[src/design/motor_speed_map_soft_start_macros.svh]
// ----------------------------------------------------------------------------
// Motor speed map assertion macros
// Shorthand for the concurrent checks of the motor speed map block.
// The macros expect clk and arst_n in scope.
// ----------------------------------------------------------------------------
`ifndef MOTOR_SPEED_MAP_SOFT_START_MACROS_SVH
`define MOTOR_SPEED_MAP_SOFT_START_MACROS_SVH

// Check that the consequent holds in the same cycle as the antecedent
`define MSMSS_CHK_NOW(label, ante, cons) \
	label: assert property (@(posedge clk) disable iff (!arst_n) (ante) |-> (cons)) \
		else $error("msmss: same-cycle check failed");

// Check that the consequent holds in the cycle after the antecedent
`define MSMSS_CHK_NEXT(label, ante, cons) \
	label: assert property (@(posedge clk) disable iff (!arst_n) (ante) |=> (cons)) \
		else $error("msmss: next-cycle check failed");

`endif

[src/design/msmss_pkg.sv]
// ----------------------------------------------------------------------------
// Motor speed map package
// Beat types, register indexes, reset values and command codes shared by the
// front end, the back end and the top level.
// ----------------------------------------------------------------------------
package msmss_pkg;

	localparam int DUTY_W = 8;
	localparam int SMP_W  = 8;
	localparam int PROD_W = 2 * DUTY_W;
	localparam int IDX_W  = 3;
	localparam int Q_DEPTH = 2;

	// Register indexes
	localparam logic [IDX_W-1:0] CFG_OFF_THRESHOLD = 3'd0;
	localparam logic [IDX_W-1:0] CFG_POT_LOW       = 3'd1;
	localparam logic [IDX_W-1:0] CFG_POT_HIGH      = 3'd2;
	localparam logic [IDX_W-1:0] CFG_PWM_LOW       = 3'd3;
	localparam logic [IDX_W-1:0] CFG_PWM_HIGH      = 3'd4;

	// Register reset values
	localparam logic [DUTY_W-1:0] RST_OFF_THRESHOLD = 8'd10;
	localparam logic [DUTY_W-1:0] RST_POT_LOW       = 8'd70;
	localparam logic [DUTY_W-1:0] RST_POT_HIGH      = 8'd235;
	localparam logic [DUTY_W-1:0] RST_PWM_LOW       = 8'd1;
	localparam logic [DUTY_W-1:0] RST_PWM_HIGH      = 8'd255;

	// Input beat
	typedef struct packed {
		logic              action;
		logic [SMP_W-1:0]  sample;
		logic              jumper_closed;
	} msmss_in_t;

	// Result beat
	typedef struct packed {
		logic [DUTY_W-1:0] duty;
		logic              led_direct;
		logic              led_inverted;
		logic              at_target;
	} msmss_out_t;

	// Command class decided by the front end
	typedef enum logic [1:0] {
		CMD_TICK,
		CMD_OFF,
		CMD_FLAT,
		CMD_MAP
	} msmss_kind_t;

	// Classified command handed to the back end
	typedef struct packed {
		msmss_kind_t       kind;
		logic              inverted;
		logic              down;
		logic [DUTY_W-1:0] base;
		logic [DUTY_W-1:0] offset;
		logic [DUTY_W-1:0] diff;
		logic [DUTY_W-1:0] span;
	} msmss_cmd_t;

	// Back end status
	typedef struct packed {
		logic busy;
		logic res_push;
	} msmss_bk_stat_t;

endpackage

[src/design/msmss_front.sv]
// ----------------------------------------------------------------------------
// Motor speed map front end
// Holds the configuration registers, classifies each accepted beat into a
// command with its map operands, and buffers commands for the back end.
// ----------------------------------------------------------------------------
module msmss_front #(
	parameter int SAMPLE_BITS = 8
) (
	input  logic                                 clk,
	input  logic                                 arst_n,
	input  logic                                 cfg_we,
	input  logic [msmss_pkg::IDX_W-1:0]          cfg_idx,
	input  logic [msmss_pkg::DUTY_W-1:0]         cfg_data,
	input  logic                                 push,
	output logic                                 full,
	input  msmss_pkg::msmss_in_t                 item,
	output logic                                 cmd_valid,
	output msmss_pkg::msmss_cmd_t                cmd,
	input  logic                                 cmd_take
);

	localparam int DW        = msmss_pkg::DUTY_W;
	localparam int SW        = msmss_pkg::SMP_W;
	localparam int KEEP_BITS = (SAMPLE_BITS < SW) ? SAMPLE_BITS : SW;
	localparam logic [SW-1:0] SAMPLE_MASK = SW'((64'd1 << KEEP_BITS) - 64'd1);
	localparam int DEPTH     = msmss_pkg::Q_DEPTH;
	localparam int PTR_W     = (DEPTH > 1) ? $clog2(DEPTH) : 1;
	localparam int CNT_W     = $clog2(DEPTH + 1);

	logic [DW-1:0] off_thr_q, pot_low_q, pot_high_q, pwm_low_q, pwm_high_q;

	logic [SW-1:0]         smp;
	logic [DW-1:0]         x_clamp;
	logic [DW-1:0]         map_from, map_to;
	logic                  win_empty;
	msmss_pkg::msmss_cmd_t cls;

	msmss_pkg::msmss_cmd_t cq_mem_q [DEPTH];
	logic [PTR_W-1:0]      wr_ptr_q, rd_ptr_q;
	logic [CNT_W-1:0]      cnt_q;
	logic                  do_push, do_take;

	// Configuration registers; unknown indexes drop the write
	always_ff @(posedge clk or negedge arst_n) begin
		if (!arst_n) begin
			off_thr_q  <= msmss_pkg::RST_OFF_THRESHOLD;
			pot_low_q  <= msmss_pkg::RST_POT_LOW;
			pot_high_q <= msmss_pkg::RST_POT_HIGH;
			pwm_low_q  <= msmss_pkg::RST_PWM_LOW;
			pwm_high_q <= msmss_pkg::RST_PWM_HIGH;
		end else if (cfg_we) begin
			case (cfg_idx)
				msmss_pkg::CFG_OFF_THRESHOLD: off_thr_q  <= cfg_data;
				msmss_pkg::CFG_POT_LOW:       pot_low_q  <= cfg_data;
				msmss_pkg::CFG_POT_HIGH:      pot_high_q <= cfg_data;
				msmss_pkg::CFG_PWM_LOW:       pwm_low_q  <= cfg_data;
				msmss_pkg::CFG_PWM_HIGH:      pwm_high_q <= cfg_data;
				default: ;
			endcase
		end
	end

	// Classify the incoming beat and prepare the map operands
	always_comb begin
		smp       = item.sample & SAMPLE_MASK;
		win_empty = (pot_high_q <= pot_low_q);
		if (smp >= pot_high_q) begin
			x_clamp = pot_high_q;
		end else if (smp <= pot_low_q) begin
			x_clamp = pot_low_q;
		end else begin
			x_clamp = smp;
		end
		if (item.jumper_closed) begin
			map_from = pwm_high_q;
			map_to   = pwm_low_q;
		end else begin
			map_from = pwm_low_q;
			map_to   = pwm_high_q;
		end
		cls.inverted = item.jumper_closed;
		cls.down     = (map_to < map_from);
		cls.diff     = cls.down ? (map_from - map_to) : (map_to - map_from);
		cls.offset   = x_clamp - pot_low_q;
		cls.span     = pot_high_q - pot_low_q;
		cls.base     = win_empty ? pwm_low_q : map_from;
		if (item.action) begin
			cls.kind = msmss_pkg::CMD_TICK;
		end else if (smp <= off_thr_q) begin
			cls.kind = msmss_pkg::CMD_OFF;
		end else if (win_empty) begin
			cls.kind = msmss_pkg::CMD_FLAT;
		end else begin
			cls.kind = msmss_pkg::CMD_MAP;
		end
	end

	// Command queue toward the back end
	assign full      = (cnt_q == CNT_W'(DEPTH));
	assign cmd_valid = (cnt_q != '0);
	assign cmd       = cq_mem_q[rd_ptr_q];
	assign do_push   = push && !full;
	assign do_take   = cmd_take && cmd_valid;

	always_ff @(posedge clk or negedge arst_n) begin
		if (!arst_n) begin
			wr_ptr_q <= '0;
			rd_ptr_q <= '0;
			cnt_q    <= '0;
		end else begin
			if (do_push) begin
				wr_ptr_q <= wr_ptr_q + 1'b1;
			end
			if (do_take) begin
				rd_ptr_q <= rd_ptr_q + 1'b1;
			end
			if (do_push && !do_take) begin
				cnt_q <= cnt_q + 1'b1;
			end else if (!do_push && do_take) begin
				cnt_q <= cnt_q - 1'b1;
			end
		end
	end

	// Store the classified beat
	always_ff @(posedge clk) begin
		if (do_push) begin
			cq_mem_q[wr_ptr_q] <= cls;
		end
	end

endmodule

[src/design/msmss_div.sv]
// ----------------------------------------------------------------------------
// Motor speed map divider
// Restoring divider: one quotient bit per cycle over the product width.
// The quotient of the map is known to fit the duty width.
// ----------------------------------------------------------------------------
module msmss_div (
	input  logic                          clk,
	input  logic                          arst_n,
	input  logic                          start,
	input  logic [msmss_pkg::PROD_W-1:0]  dividend,
	input  logic [msmss_pkg::DUTY_W-1:0]  divisor,
	output logic                          done,
	output logic [msmss_pkg::DUTY_W-1:0]  quotient
);

	localparam int DW    = msmss_pkg::DUTY_W;
	localparam int PW    = msmss_pkg::PROD_W;
	localparam int CNT_W = $clog2(PW + 1);

	logic             busy_q, done_q;
	logic [CNT_W-1:0] cnt_q;
	logic [DW-1:0]    rem_q;
	logic [PW-1:0]    quo_q;

	logic [DW:0]      trial, trial_sub;
	logic             ge;
	logic [DW-1:0]    rem_nxt;

	// One restoring step
	always_comb begin
		trial     = {rem_q, quo_q[PW-1]};
		trial_sub = trial - {1'b0, divisor};
		ge        = (trial >= {1'b0, divisor});
		rem_nxt   = ge ? trial_sub[DW-1:0] : trial[DW-1:0];
	end

	// Step counter and completion flag
	always_ff @(posedge clk or negedge arst_n) begin
		if (!arst_n) begin
			busy_q <= 1'b0;
			done_q <= 1'b0;
			cnt_q  <= '0;
		end else if (start) begin
			busy_q <= 1'b1;
			done_q <= 1'b0;
			cnt_q  <= CNT_W'(PW);
		end else if (busy_q) begin
			cnt_q <= cnt_q - 1'b1;
			if (cnt_q == CNT_W'(1)) begin
				busy_q <= 1'b0;
				done_q <= 1'b1;
			end
		end else begin
			done_q <= 1'b0;
		end
	end

	// Shift in quotient bits
	always_ff @(posedge clk) begin
		if (start) begin
			rem_q <= '0;
			quo_q <= dividend;
		end else if (busy_q) begin
			rem_q <= rem_nxt;
			quo_q <= {quo_q[PW-2:0], ge};
		end
	end

	assign done     = done_q;
	assign quotient = quo_q[DW-1:0];

endmodule

[src/design/msmss_back.sv]
// ----------------------------------------------------------------------------
// Motor speed map back end
// Carries out commands: ramp ticks, stop and flat targets, and the linear map
// through a registered multiply and the serial divider. Results wait in a
// small queue toward the result side.
// ----------------------------------------------------------------------------
module msmss_back (
	input  logic                       clk,
	input  logic                       arst_n,
	input  logic                       cmd_valid,
	input  msmss_pkg::msmss_cmd_t      cmd,
	output logic                       cmd_take,
	output logic                       empty,
	input  logic                       pop,
	output msmss_pkg::msmss_out_t      result,
	output msmss_pkg::msmss_bk_stat_t  stat
);

	localparam int DW    = msmss_pkg::DUTY_W;
	localparam int PW    = msmss_pkg::PROD_W;
	localparam int DEPTH = msmss_pkg::Q_DEPTH;
	localparam int PTR_W = (DEPTH > 1) ? $clog2(DEPTH) : 1;
	localparam int CNT_W = $clog2(DEPTH + 1);

	typedef enum logic [1:0] {
		ST_IDLE,
		ST_MUL,
		ST_DIV
	} state_t;

	state_t                state_q;
	logic [DW-1:0]         target_q, ramp_q;
	logic                  led_dir_q, led_inv_q;
	msmss_pkg::msmss_cmd_t cur_q;
	logic [PW-1:0]         prod_q;

	logic                  div_start, div_done;
	logic [DW-1:0]         div_quo;
	logic [DW-1:0]         ramp_next, map_target;

	logic                  res_push;
	msmss_pkg::msmss_out_t res_data;

	msmss_pkg::msmss_out_t oq_mem_q [DEPTH];
	logic [PTR_W-1:0]      oq_wr_q, oq_rd_q;
	logic [CNT_W-1:0]      oq_cnt_q;
	logic                  oq_full, oq_pop;

	msmss_div u_div (
		.clk      (clk),
		.arst_n   (arst_n),
		.start    (div_start),
		.dividend (prod_q),
		.divisor  (cur_q.span),
		.done     (div_done),
		.quotient (div_quo)
	);

	// Ramp step and map result
	always_comb begin
		if (ramp_q < target_q) begin
			ramp_next = ramp_q + 1'b1;
		end else if (ramp_q > target_q) begin
			ramp_next = ramp_q - 1'b1;
		end else begin
			ramp_next = ramp_q;
		end
		map_target = cur_q.down ? (cur_q.base - div_quo) : (cur_q.base + div_quo);
	end

	assign cmd_take  = (state_q == ST_IDLE) && cmd_valid && !oq_full;
	assign div_start = (state_q == ST_MUL);

	// Build the result beat
	always_comb begin
		res_push = 1'b0;
		res_data = '0;
		case (state_q)
			ST_IDLE: begin
				if (cmd_take) begin
					case (cmd.kind)
						msmss_pkg::CMD_TICK: begin
							res_push = 1'b1;
							res_data = '{duty: ramp_next, led_direct: led_dir_q,
								led_inverted: led_inv_q, at_target: (ramp_next == target_q)};
						end
						msmss_pkg::CMD_OFF: begin
							res_push = 1'b1;
							res_data = '{duty: ramp_q, led_direct: 1'b0,
								led_inverted: 1'b0, at_target: (ramp_q == '0)};
						end
						msmss_pkg::CMD_FLAT: begin
							res_push = 1'b1;
							res_data = '{duty: ramp_q, led_direct: !cmd.inverted,
								led_inverted: cmd.inverted, at_target: (ramp_q == cmd.base)};
						end
						default: ;
					endcase
				end
			end
			ST_DIV: begin
				if (div_done) begin
					res_push = 1'b1;
					res_data = '{duty: ramp_q, led_direct: !cur_q.inverted,
						led_inverted: cur_q.inverted, at_target: (ramp_q == map_target)};
				end
			end
			default: ;
		endcase
	end

	// Sequencer and block state
	always_ff @(posedge clk or negedge arst_n) begin
		if (!arst_n) begin
			state_q   <= ST_IDLE;
			target_q  <= '0;
			ramp_q    <= '0;
			led_dir_q <= 1'b0;
			led_inv_q <= 1'b0;
		end else begin
			case (state_q)
				ST_IDLE: begin
					if (cmd_take) begin
						case (cmd.kind)
							msmss_pkg::CMD_TICK: begin
								ramp_q <= ramp_next;
							end
							msmss_pkg::CMD_OFF: begin
								target_q  <= '0;
								led_dir_q <= 1'b0;
								led_inv_q <= 1'b0;
							end
							msmss_pkg::CMD_FLAT: begin
								target_q  <= cmd.base;
								led_dir_q <= !cmd.inverted;
								led_inv_q <= cmd.inverted;
							end
							msmss_pkg::CMD_MAP: begin
								state_q <= ST_MUL;
							end
							default: ;
						endcase
					end
				end
				ST_MUL: begin
					state_q <= ST_DIV;
				end
				ST_DIV: begin
					if (div_done) begin
						target_q  <= map_target;
						led_dir_q <= !cur_q.inverted;
						led_inv_q <= cur_q.inverted;
						state_q   <= ST_IDLE;
					end
				end
				default: begin
					state_q <= ST_IDLE;
				end
			endcase
		end
	end

	// Latch each taken command and register its product
	always_ff @(posedge clk) begin
		if (cmd_take) begin
			cur_q  <= cmd;
			prod_q <= PW'(cmd.offset) * PW'(cmd.diff);
		end
	end

	// Result queue
	assign oq_full = (oq_cnt_q == CNT_W'(DEPTH));
	assign empty   = (oq_cnt_q == '0);
	assign oq_pop  = pop && !empty;
	assign result  = oq_mem_q[oq_rd_q];

	always_ff @(posedge clk or negedge arst_n) begin
		if (!arst_n) begin
			oq_wr_q  <= '0;
			oq_rd_q  <= '0;
			oq_cnt_q <= '0;
		end else begin
			if (res_push) begin
				oq_wr_q <= oq_wr_q + 1'b1;
			end
			if (oq_pop) begin
				oq_rd_q <= oq_rd_q + 1'b1;
			end
			if (res_push && !oq_pop) begin
				oq_cnt_q <= oq_cnt_q + 1'b1;
			end else if (!res_push && oq_pop) begin
				oq_cnt_q <= oq_cnt_q - 1'b1;
			end
		end
	end

	always_ff @(posedge clk) begin
		if (res_push) begin
			oq_mem_q[oq_wr_q] <= res_data;
		end
	end

	assign stat.busy     = (state_q != ST_IDLE);
	assign stat.res_push = res_push;

endmodule

[src/design/motor_speed_map_soft_start.sv]
// ----------------------------------------------------------------------------
// Motor speed map with soft start
// Turns potentiometer samples into a PWM duty target and ramps the output
// duty toward it by one step per millisecond tick. Each accepted beat, sample
// or tick, yields exactly one result beat holding the duty, the mode LEDs and
// an at-target flag. Beats enter a two-entry command queue at up to one per
// cycle while full is low. A tick, a stop sample and a sample with an empty
// pot window finish in the back end as soon as it takes them; a mapped sample
// holds it busy through the multiply state, the divider load, 16 divider
// steps and the result write, paced by the bit-serial divider. Results wait
// in a two-entry queue until popped.
// ----------------------------------------------------------------------------
`include "motor_speed_map_soft_start_macros.svh"

module motor_speed_map_soft_start #(
	parameter int SAMPLE_BITS = 8
) (
	input  logic                          clk,
	input  logic                          arst_n,
	input  logic                          cfg_we,
	input  logic [msmss_pkg::IDX_W-1:0]   cfg_idx,
	input  logic [msmss_pkg::DUTY_W-1:0]  cfg_data,
	input  logic                          push,
	output logic                          full,
	input  msmss_pkg::msmss_in_t          item,
	output logic                          empty,
	input  logic                          pop,
	output msmss_pkg::msmss_out_t         result
);

	logic                      cmd_valid, cmd_take;
	msmss_pkg::msmss_cmd_t     cmd;
	msmss_pkg::msmss_bk_stat_t bk_stat;

	msmss_front #(
		.SAMPLE_BITS (SAMPLE_BITS)
	) u_front (
		.clk       (clk),
		.arst_n    (arst_n),
		.cfg_we    (cfg_we),
		.cfg_idx   (cfg_idx),
		.cfg_data  (cfg_data),
		.push      (push),
		.full      (full),
		.item      (item),
		.cmd_valid (cmd_valid),
		.cmd       (cmd),
		.cmd_take  (cmd_take)
	);

	msmss_back u_back (
		.clk       (clk),
		.arst_n    (arst_n),
		.cmd_valid (cmd_valid),
		.cmd       (cmd),
		.cmd_take  (cmd_take),
		.empty     (empty),
		.pop       (pop),
		.result    (result),
		.stat      (bk_stat)
	);

	// Back end never takes a command that is not there
	`MSMSS_CHK_NOW(a_take_valid, cmd_take, cmd_valid)
	// A command is taken only while the back end is idle
	`MSMSS_CHK_NOW(a_take_idle, bk_stat.busy, !cmd_take)
	// A written result is visible on the result side next cycle
	`MSMSS_CHK_NEXT(a_push_visible, bk_stat.res_push, !empty)
	// A mapped sample occupies the back end
	`MSMSS_CHK_NEXT(a_map_busy, cmd_take && (cmd.kind == msmss_pkg::CMD_MAP), bk_stat.busy)

endmodule

[config.mk]
export PLATFORM = sky130hd
export DESIGN_NAME = motor_speed_map_soft_start
export DESIGN_NICKNAME = d
export VERILOG_FILES = /design/src/design/msmss_pkg.sv /design/src/design/msmss_front.sv /design/src/design/msmss_div.sv /design/src/design/msmss_back.sv /design/src/design/motor_speed_map_soft_start.sv
export VERILOG_INCLUDE_DIRS = /design/src /design/src/design
export SDC_FILE = /design/constraint.sdc
export NUM_CORES = 1
export LEC_CHECK = 0
export CORE_AREA = 2 2 193 195
export CTS_BUF_LIST = sky130_fd_sc_hd__clkbuf_2
export DETAILED_ROUTE_END_ITERATION = 12
export DIE_AREA = 0 0 195 197
export DONT_BUFFER_PORTS = 1
export PLACE_DENSITY_LB_ADDON = 0.1
export SLEW_MARGIN = 20
export SYNTH_ARGS = -nofsm -noshare
export SYNTH_HDL_FRONTEND = slang
export SYNTH_SLANG_ARGS = --single-unit
[constraint.sdc]
create_clock -name clk -period 7.76 [get_ports clk]
set_clock_uncertainty 0.15 [all_clocks]
set_input_delay 1.552 -clock clk [delete_from_list [all_inputs] [get_ports clk]]
set_output_delay 1.552 -clock clk [all_outputs]
set_load 0.05 [all_outputs]
==> results of run 1 <==
[per-stage QoR]
step | worst slack (ns) | std cells | util, %
after floorplan | 2.35 | 1397 | -
after global routing | 1.60 | 1962 | 44.0
after global placement | 2.15 | 1834 | 42.0
after CTS | 1.95 | 1960 | 43.9
final | 1.95 | 1962 | 44.0
after detailed placement | 2.03 | 1834 | 42.0
[final timing paths]
| check | startpoint | to | slack, ns | depth (start not counted) |
|---|---|---|---|---|
| max in group asynchronous | arst_n | u_front.pot_high_q[7]$_DFFE_PN1P_ | 7.02 | 0 |
| worst min register to register | u_back.prod_q[5]$_DFFE_PP_ | u_back.u_div.quo_q[5]$_DFFE_PP_ | 0.28 | 2 |
| worst min-delay path | arst_n | u_front.cnt_q[1]$_DFFE_PN0P_ | 0.16 | 0 |
| worst max-delay path | u_front.rd_ptr_q$_DFFE_PN0P_ | u_back.prod_q[15]$_DFFE_PP_ | 1.95 | 16 |
| min in group clk | u_back.prod_q[5]$_DFFE_PP_ | u_back.u_div.quo_q[5]$_DFFE_PP_ | 0.28 | 2 |
| worst max register to register | u_front.rd_ptr_q$_DFFE_PN0P_ | u_back.prod_q[15]$_DFFE_PP_ | 1.95 | 16 |
[Yosys cell counts, types with 14 or more instances]
master and n:
edfxtp_1 144, inv_1 142, nor2_1 131, ha_1 124
nand2_1 120, o21ai_0 91, mux2_2 60, xnor2_1 60
dfrtp_1 55, mux2i_1 55, a21oi_1 49, fa_1 42
xor2_1 29, clkbuf_1 26, nor2b_1 26, dfstp_2 20
nor3_1 17, or2_2 16, a21o_1 14
[final cells by class]
type	instances	area share, %
tap	468	3.67
inverter	143	3.37
clock buffer	107	3.36
antenna	1	0.0157
multi-input combinational	989	48.1
timing repair buffer	8	0.455
clock inverter	19	0.934
sequential	227	40.1
[routing by layer]
metal	GRT usage [%]	routed length [um]	up-vias
met2	28.2	15100	223
met5	0	12	-
met4	5.99	460	2
met3	4.48	1950	35
li1	-	-	4995
met1	24.4	15900	4753
[sequential cells by signal, indices dropped and copies added, names as in the netlist, 5 cells and up]
signal,flops
u_back.u_div.cnt_q,5
u_front.pot_high_q,8
u_front.pwm_high_q,8
u_front.pot_low_q,8
u_front.off_thr_q,8
u_front.pwm_low_q,8
u_front.cq_mem_q,72
u_back.u_div.rem_q,8
u_back.ramp_q,8
u_back.prod_q,16
u_back.oq_mem_q,22
u_back.cur_q,18
u_back.u_div.quo_q,16
u_back.target_q,8
[kinds of logic (layout without fill, tap and decap cells)]
| family | count (synthesis) | in the layout | share of synthesized area (%) |
|---|---|---|---|
| AO/OA/AOI/OAI | 238 | 238 | 10.3 |
| other | 0 | 1 | 0 |
| XOR/XNOR | 89 | 89 | 5.29 |
| buffers and inverters | 181 | 277 | 4.71 |
| flip-flops | 227 | 227 | 43.3 |
| adder cells (fa/ha/maj) | 166 | 166 | 16.2 |
| multiplexers | 115 | 115 | 8.32 |
| AND/OR/NAND/NOR | 381 | 381 | 11.8 |
[worst max-delay path, cell delays in order (launching register included)]
cell and delay [ns]:
dfrtp_2 0.78, mux2i_1 0.74, nor2_1 0.16, fa_1 0.45, fa_1 0.56, inv_1 0.05, fa_1 0.46, fa_1 0.54
inv_1 0.05, ha_1 0.32, o21a_1 0.12, nor2_1 0.16, o21bai_1 0.11, a31oi_1 0.23, o21ai_0 0.16, o41ai_1 0.33
xnor2_1 0.10
==> impl_metrics.toml, run 1 <==
[route]
ant_nets = 0
drt_iter0_markers = 629
vias = 10008
vias_per_cell = 5.10
wl_per_cell_um = 17.0
drc_errors = 0
dr.pass1.iters = 6
routed_wl_um = 33400

[finish]
area.sequential_um2 = 6390
final_area_um2 = 15900
num-nets-final = 1631
final_common_cell = "edfxtp_1"
final_cell_mix = "144 x edfxtp_1, 142 x inv_1, 130 x nor2_1"
multiInputGateArea_um2 = 7670
syn_to_final_growth_pct = 8.15
drive_gt1_share_pct = 15.9
fillerInstances = 3600

[synth]
synth_async_sr_flop_share_pct = 33.0
synth.distinct_cells = 74
synthDominantCellAreaShare_pct = 29.3
syn_nets = 1589
ys_seq_area_share_pct = 43.3
syn-cell-area_um2 = 14700
yosys_warnings = 0
synth_edf_count = 144
syn_area_per_cell_um2 = 10.6
synth_cells = 1397
ys_ff_latch = 227
yosys.area.top_type = "edfxtp_1"
ys_top_cells_by_area = "edfxtp_1 29%, ha_1 11%, dfrtp_1 9.3%"
synth_ff_type = "edfxtp_1"

[grt]
grt_max_degree = 76
grt-ovfl-total = 0
grt_util_all_layers_pct = 18.0
grt_pass1_wl_um = 54200
antenna_found_initial = 3
grt_pass1_vias = 10079

[critical_path]
worst_ep_arrival_time_ns = 6.26
cp_max_fo = 24
cp-start-kind = "register"
critical_path_class = "register to register"
worst_ep_required_time_ns = 8.21
cp-end-kind = "register"

[clocking]
htreeDepth = 3
post_cts_buffers = 0
worstSkewPairLatency_ns = 0.93
numCtsBuffers = 70
cts_resized = 0
cts_tree = "done"
cts_sinks = 227
clockRootBuffer = "clkbuf_2"
clockBufferDepth = 3
clkSlewWorstSetupHoldPaths_ns = 0.11
holdBufCountCts = 0

[job]
cap_violations = 0

[floorplanning]
pin_count = 39
row_count = 70
die_x_um = 195
die_h_um = 197
initial_core_util_pct = 40.6
coreArea_um2 = 36300
die_area_um2 = 38400

[sta]
worst_pin_slew_ns = 1.04
min_period_ns = 5.81
fin_setup_tns_ns = 0
rsz0062_at_grt = "false"
maxSlewViolCount = 0
finalSetupViolCount = 0
post-route-period-util_pct = 74.8
worst_hold_slack_ns = 0.159
hold_viol = 0
relSlewSlack_pct = 30.4
fmax_ghz = 0.172

[worst_hold_path]
min_path_type = "primary input to asynchronous set/reset pin"

[placement]
numPortBuffers = 0
gp_congestion = 0.828
hpwl_um = 24700
placed_area_um2 = 15200

[run_status]
outcome = "finished, final reports clean"
Power of run 1 is not shown: default switching activity piles up to over one toggle a cycle in this logic, so the estimate is an artifact.
==> inputs of run 2 (changes only) <==
- ABC_AREA: unset -> 1
- CORE_AREA: 2 2 193 195 -> 2 2 192 194
- DIE_AREA: 0 0 195 197 -> 0 0 194 196
- clock period: 7.76 -> 4.87 ns (I/O delays scaled with it)
==> run 2 against run 1 <==
Largest cell class unchanged. Non-clock buffer count rose by 48. Critical path type unchanged. First-iteration DRC count fell by 6.7%. Highest routed layer is now met4. Register-to-register slack got worse by 1.9 ns. Global-route usage rose by 0.93 points. Worst setup slack got worse by 1.9 ns. Design area rose by 4.1%. Sequential cell count did not move. Final cell count rose by 15%. Die area fell by 1.0%.
==> impl_metrics.toml, run 2 <==
[grt]
grt_pass1_vias = 11063
grt_util_all_layers_pct = 18.9
grt-ovfl-total = 0
grt_max_degree = 76
grt_pass1_wl_um = 57100
antenna_found_initial = 1

[synth]
synth.most_common_cell = "nand2_1"
syn_area_per_cell_um2 = 8.96
yosys.area.top_type = "edfxtp_1"
synth_cells = 1633
syn_nets = 1825
ys_seq_area_share_pct = 43.7
synthDominantCellAreaShare_pct = 29.6
synth_async_sr_flop_share_pct = 33.0
synth_edf_count = 144
syn-cell-area_um2 = 14600
ys_top_cells_by_area = "edfxtp_1 30%, ha_1 11%, nand2_1 9.7%"
synth.distinct_cells = 51
synth_ff_type = "edfxtp_1"
synthTopCellsByCount = "378 x nand2_1, 233 x inv_1, 144 x edfxtp_1, 137 x o21ai_0, 124 x ha_1"
ys_ff_latch = 227
yosys_warnings = 0

[floorplanning]
pin_count = 39
die_area_um2 = 38000
coreArea_um2 = 36100
die_x_um = 194
initial_core_util_pct = 40.5
die_h_um = 196
row_count = 70

[clocking]
numCtsBuffers = 67
clockRootBuffer = "clkbuf_2"
cts_sinks = 227
htreeDepth = 3
clockBufferDepth = 3
clkSlewWorstSetupHoldPaths_ns = 0.12
cts_tree = "done"
worstSkewPairLatency_ns = 0.93

[worst_hold_path]
min_path_type = "primary input to register"
hold-path-endpoint = "u_front.pot_low_q[2]$_DFFE_PN1P_"
hp-start = "cfg_data[2]"
min_path_cells = 2

[critical_path]
r2r_setup_slack_ns = 0.03
cp-start-kind = "register"
rr_worst_depth = 19
critical_path_class = "register to register"
cp-end-kind = "register"
reg2reg_from = "u_front.rd_ptr_q$_DFFE_PN0P_"
worst_ep_required_time_ns = 5.33
cp_max_fo = 4
r2r-end = "u_back.prod_q[14]$_DFFE_PP_"
worst_ep_arrival_time_ns = 5.30

[route]
drt_iter0_markers = 587
wl_per_cell_um = 15.4
dr.pass1.iters = 5
routed_wl_um = 34700
vias_per_cell = 4.87
ant_nets = 0
vias = 10978
drc_errors = 0

[finish]
fillerInstances = 3593
final_cell_mix = "376 x nand2_1, 231 x inv_1, 144 x edfxtp_1"
post-route-util_pct = 46.0
stdcell_count = 2252
final_common_cell = "nand2_1"
largest_register = "u_front.cq_mem_q"
largest_reg_flops = 72
num-nets-final = 1920
final_area_um2 = 16600
drive_gt1_share_pct = 15.8
syn_to_final_growth_pct = 13.4
top_regs = "u_front.cq_mem_q (72), u_back.oq_mem_q (22), u_back.cur_q (18)"

[sta]
finalSetupViolCount = 0
min_period_ns = 4.84
fmax_ghz = 0.207
maxSlewViolCount = 0
relSlewSlack_pct = 24.7
hold_viol = 0
post-route-period-util_pct = 99.3
rsz0062_at_grt = "true"
setup_slack_ns = 0.0330
worst_pin_slew_ns = 1.13

[placement]
hpwl_um = 25800
place_inst = 2117
place_ws_ns = -0.0167
numPortBuffers = 0
placed_area_um2 = 15600
gp_congestion = 0.849

[run_status]
outcome = "finished, final reports clean"

[job]
cap_violations = 0
## run 2: changes by cell type in the layout (fill, tap and decap cells not counted), moves of 39 or more
cell     delta
buf_4      +39
inv_1      +89
mux2i_1    -48
xnor2_1    -45
o21ai_0    +42
nand2_1   +256
mux2_2     -58
nand3_1    +50
## run 2: metrics by stage
stage               setup TNS [ns]  hold slack [ns]
floorplan                        0            0.280
global placement                 0            0.303
detailed placement         -0.0167            0.324
CTS                              0          0.00553
global route                -0.285           0.0579
finish                           0            0.127
## run 2: worst max-delay path, cell delays in order (launching register included)
cell	delay [ns]
dfrtp_2	0.49
clkbuf_16	0.19
buf_4	0.15
o21ai_4	0.18
nor2_1	0.09
fa_1	0.58
fa_1	0.45
fa_1	0.55
inv_1	0.05
fa_1	0.52
inv_1	0.07
ha_4	0.31
nand2_1	0.09
nor2_1	0.13
a21oi_2	0.08
o21ai_2	0.15
a21oi_1	0.08
nor2_1	0.09
nor2_1	0.06
xor2_1	0.16
## run 2: what timing repair did
item / 4_1_cts / 5_1_grt
pin swaps: 0 / 28
endpoints found under the hold margin: 77 / 0
buffers inserted: 1 / 3
resized for setup: 2 / 39
cloned: 0 / 1
hold buffers: 3 / 0
endpoints found under the setup margin: 2 / 6
## run 2: cell families (layout without fill, tap and decap cells)
| kind of cell | after synthesis | count (layout) | share of synthesized area [%] |
|---|---|---|---|
| other cells | 0 | 1 | 0 |
| flops | 227 | 227 | 43.7 |
| simple gates | 627 | 627 | 18.1 |
| mux | 16 | 16 | 1.11 |
| compound gates | 268 | 268 | 10.1 |
| buf+inv | 268 | 418 | 6.99 |
| fa+ha+maj | 166 | 166 | 16.4 |
| xor+xnor | 61 | 61 | 3.70 |
## run 2: final cells by class
class	instances	area (um^2)	share of cell area, %
Antenna cell	1	2.50	0.0151
Clock inverter	25	189	1.14
Sequential cell	227	6390	38.5
Timing Repair Buffer	56	512	3.08
Tap cell	468	586	3.53
Multi-Input combinational cell	1138	7520	45.3
Inverter	238	896	5.40
Clock buffer	99	495	2.99
## run 2: worst max path at each step
stage,depth (start not counted),slack (ns),from,endpoint
final,19,0.03,u_front.rd_ptr_q$_DFFE_PN0P_,u_back.prod_q[14]$_DFFE_PP_
after floorplan,20,0.0006,u_front.rd_ptr_q$_DFFE_PN0P_,u_back.prod_q[15]$_DFFE_PP_
after global placement,18,0.03,u_front.rd_ptr_q$_DFFE_PN0P_,u_back.prod_q[15]$_DFFE_PP_
after detailed placement,18,-0.02,u_front.rd_ptr_q$_DFFE_PN0P_,u_back.prod_q[15]$_DFFE_PP_
after CTS,18,0.01,u_front.rd_ptr_q$_DFFE_PN0P_,u_back.prod_q[15]$_DFFE_PP_
after global routing,19,-0.15,u_front.rd_ptr_q$_DFFE_PN0P_,u_back.prod_q[15]$_DFFE_PP_
## run 2: routing by layer
layer	vias to the layer above	global-route usage (%)	share of wire, %
met3	61	3.20	3.2
met2	166	32.9	49
met1	5137	23.4	45
met5	-	0	0
met4	0	7.46	2.5
li1	5614	-	-
Power of run 2 is left out for the same reason.
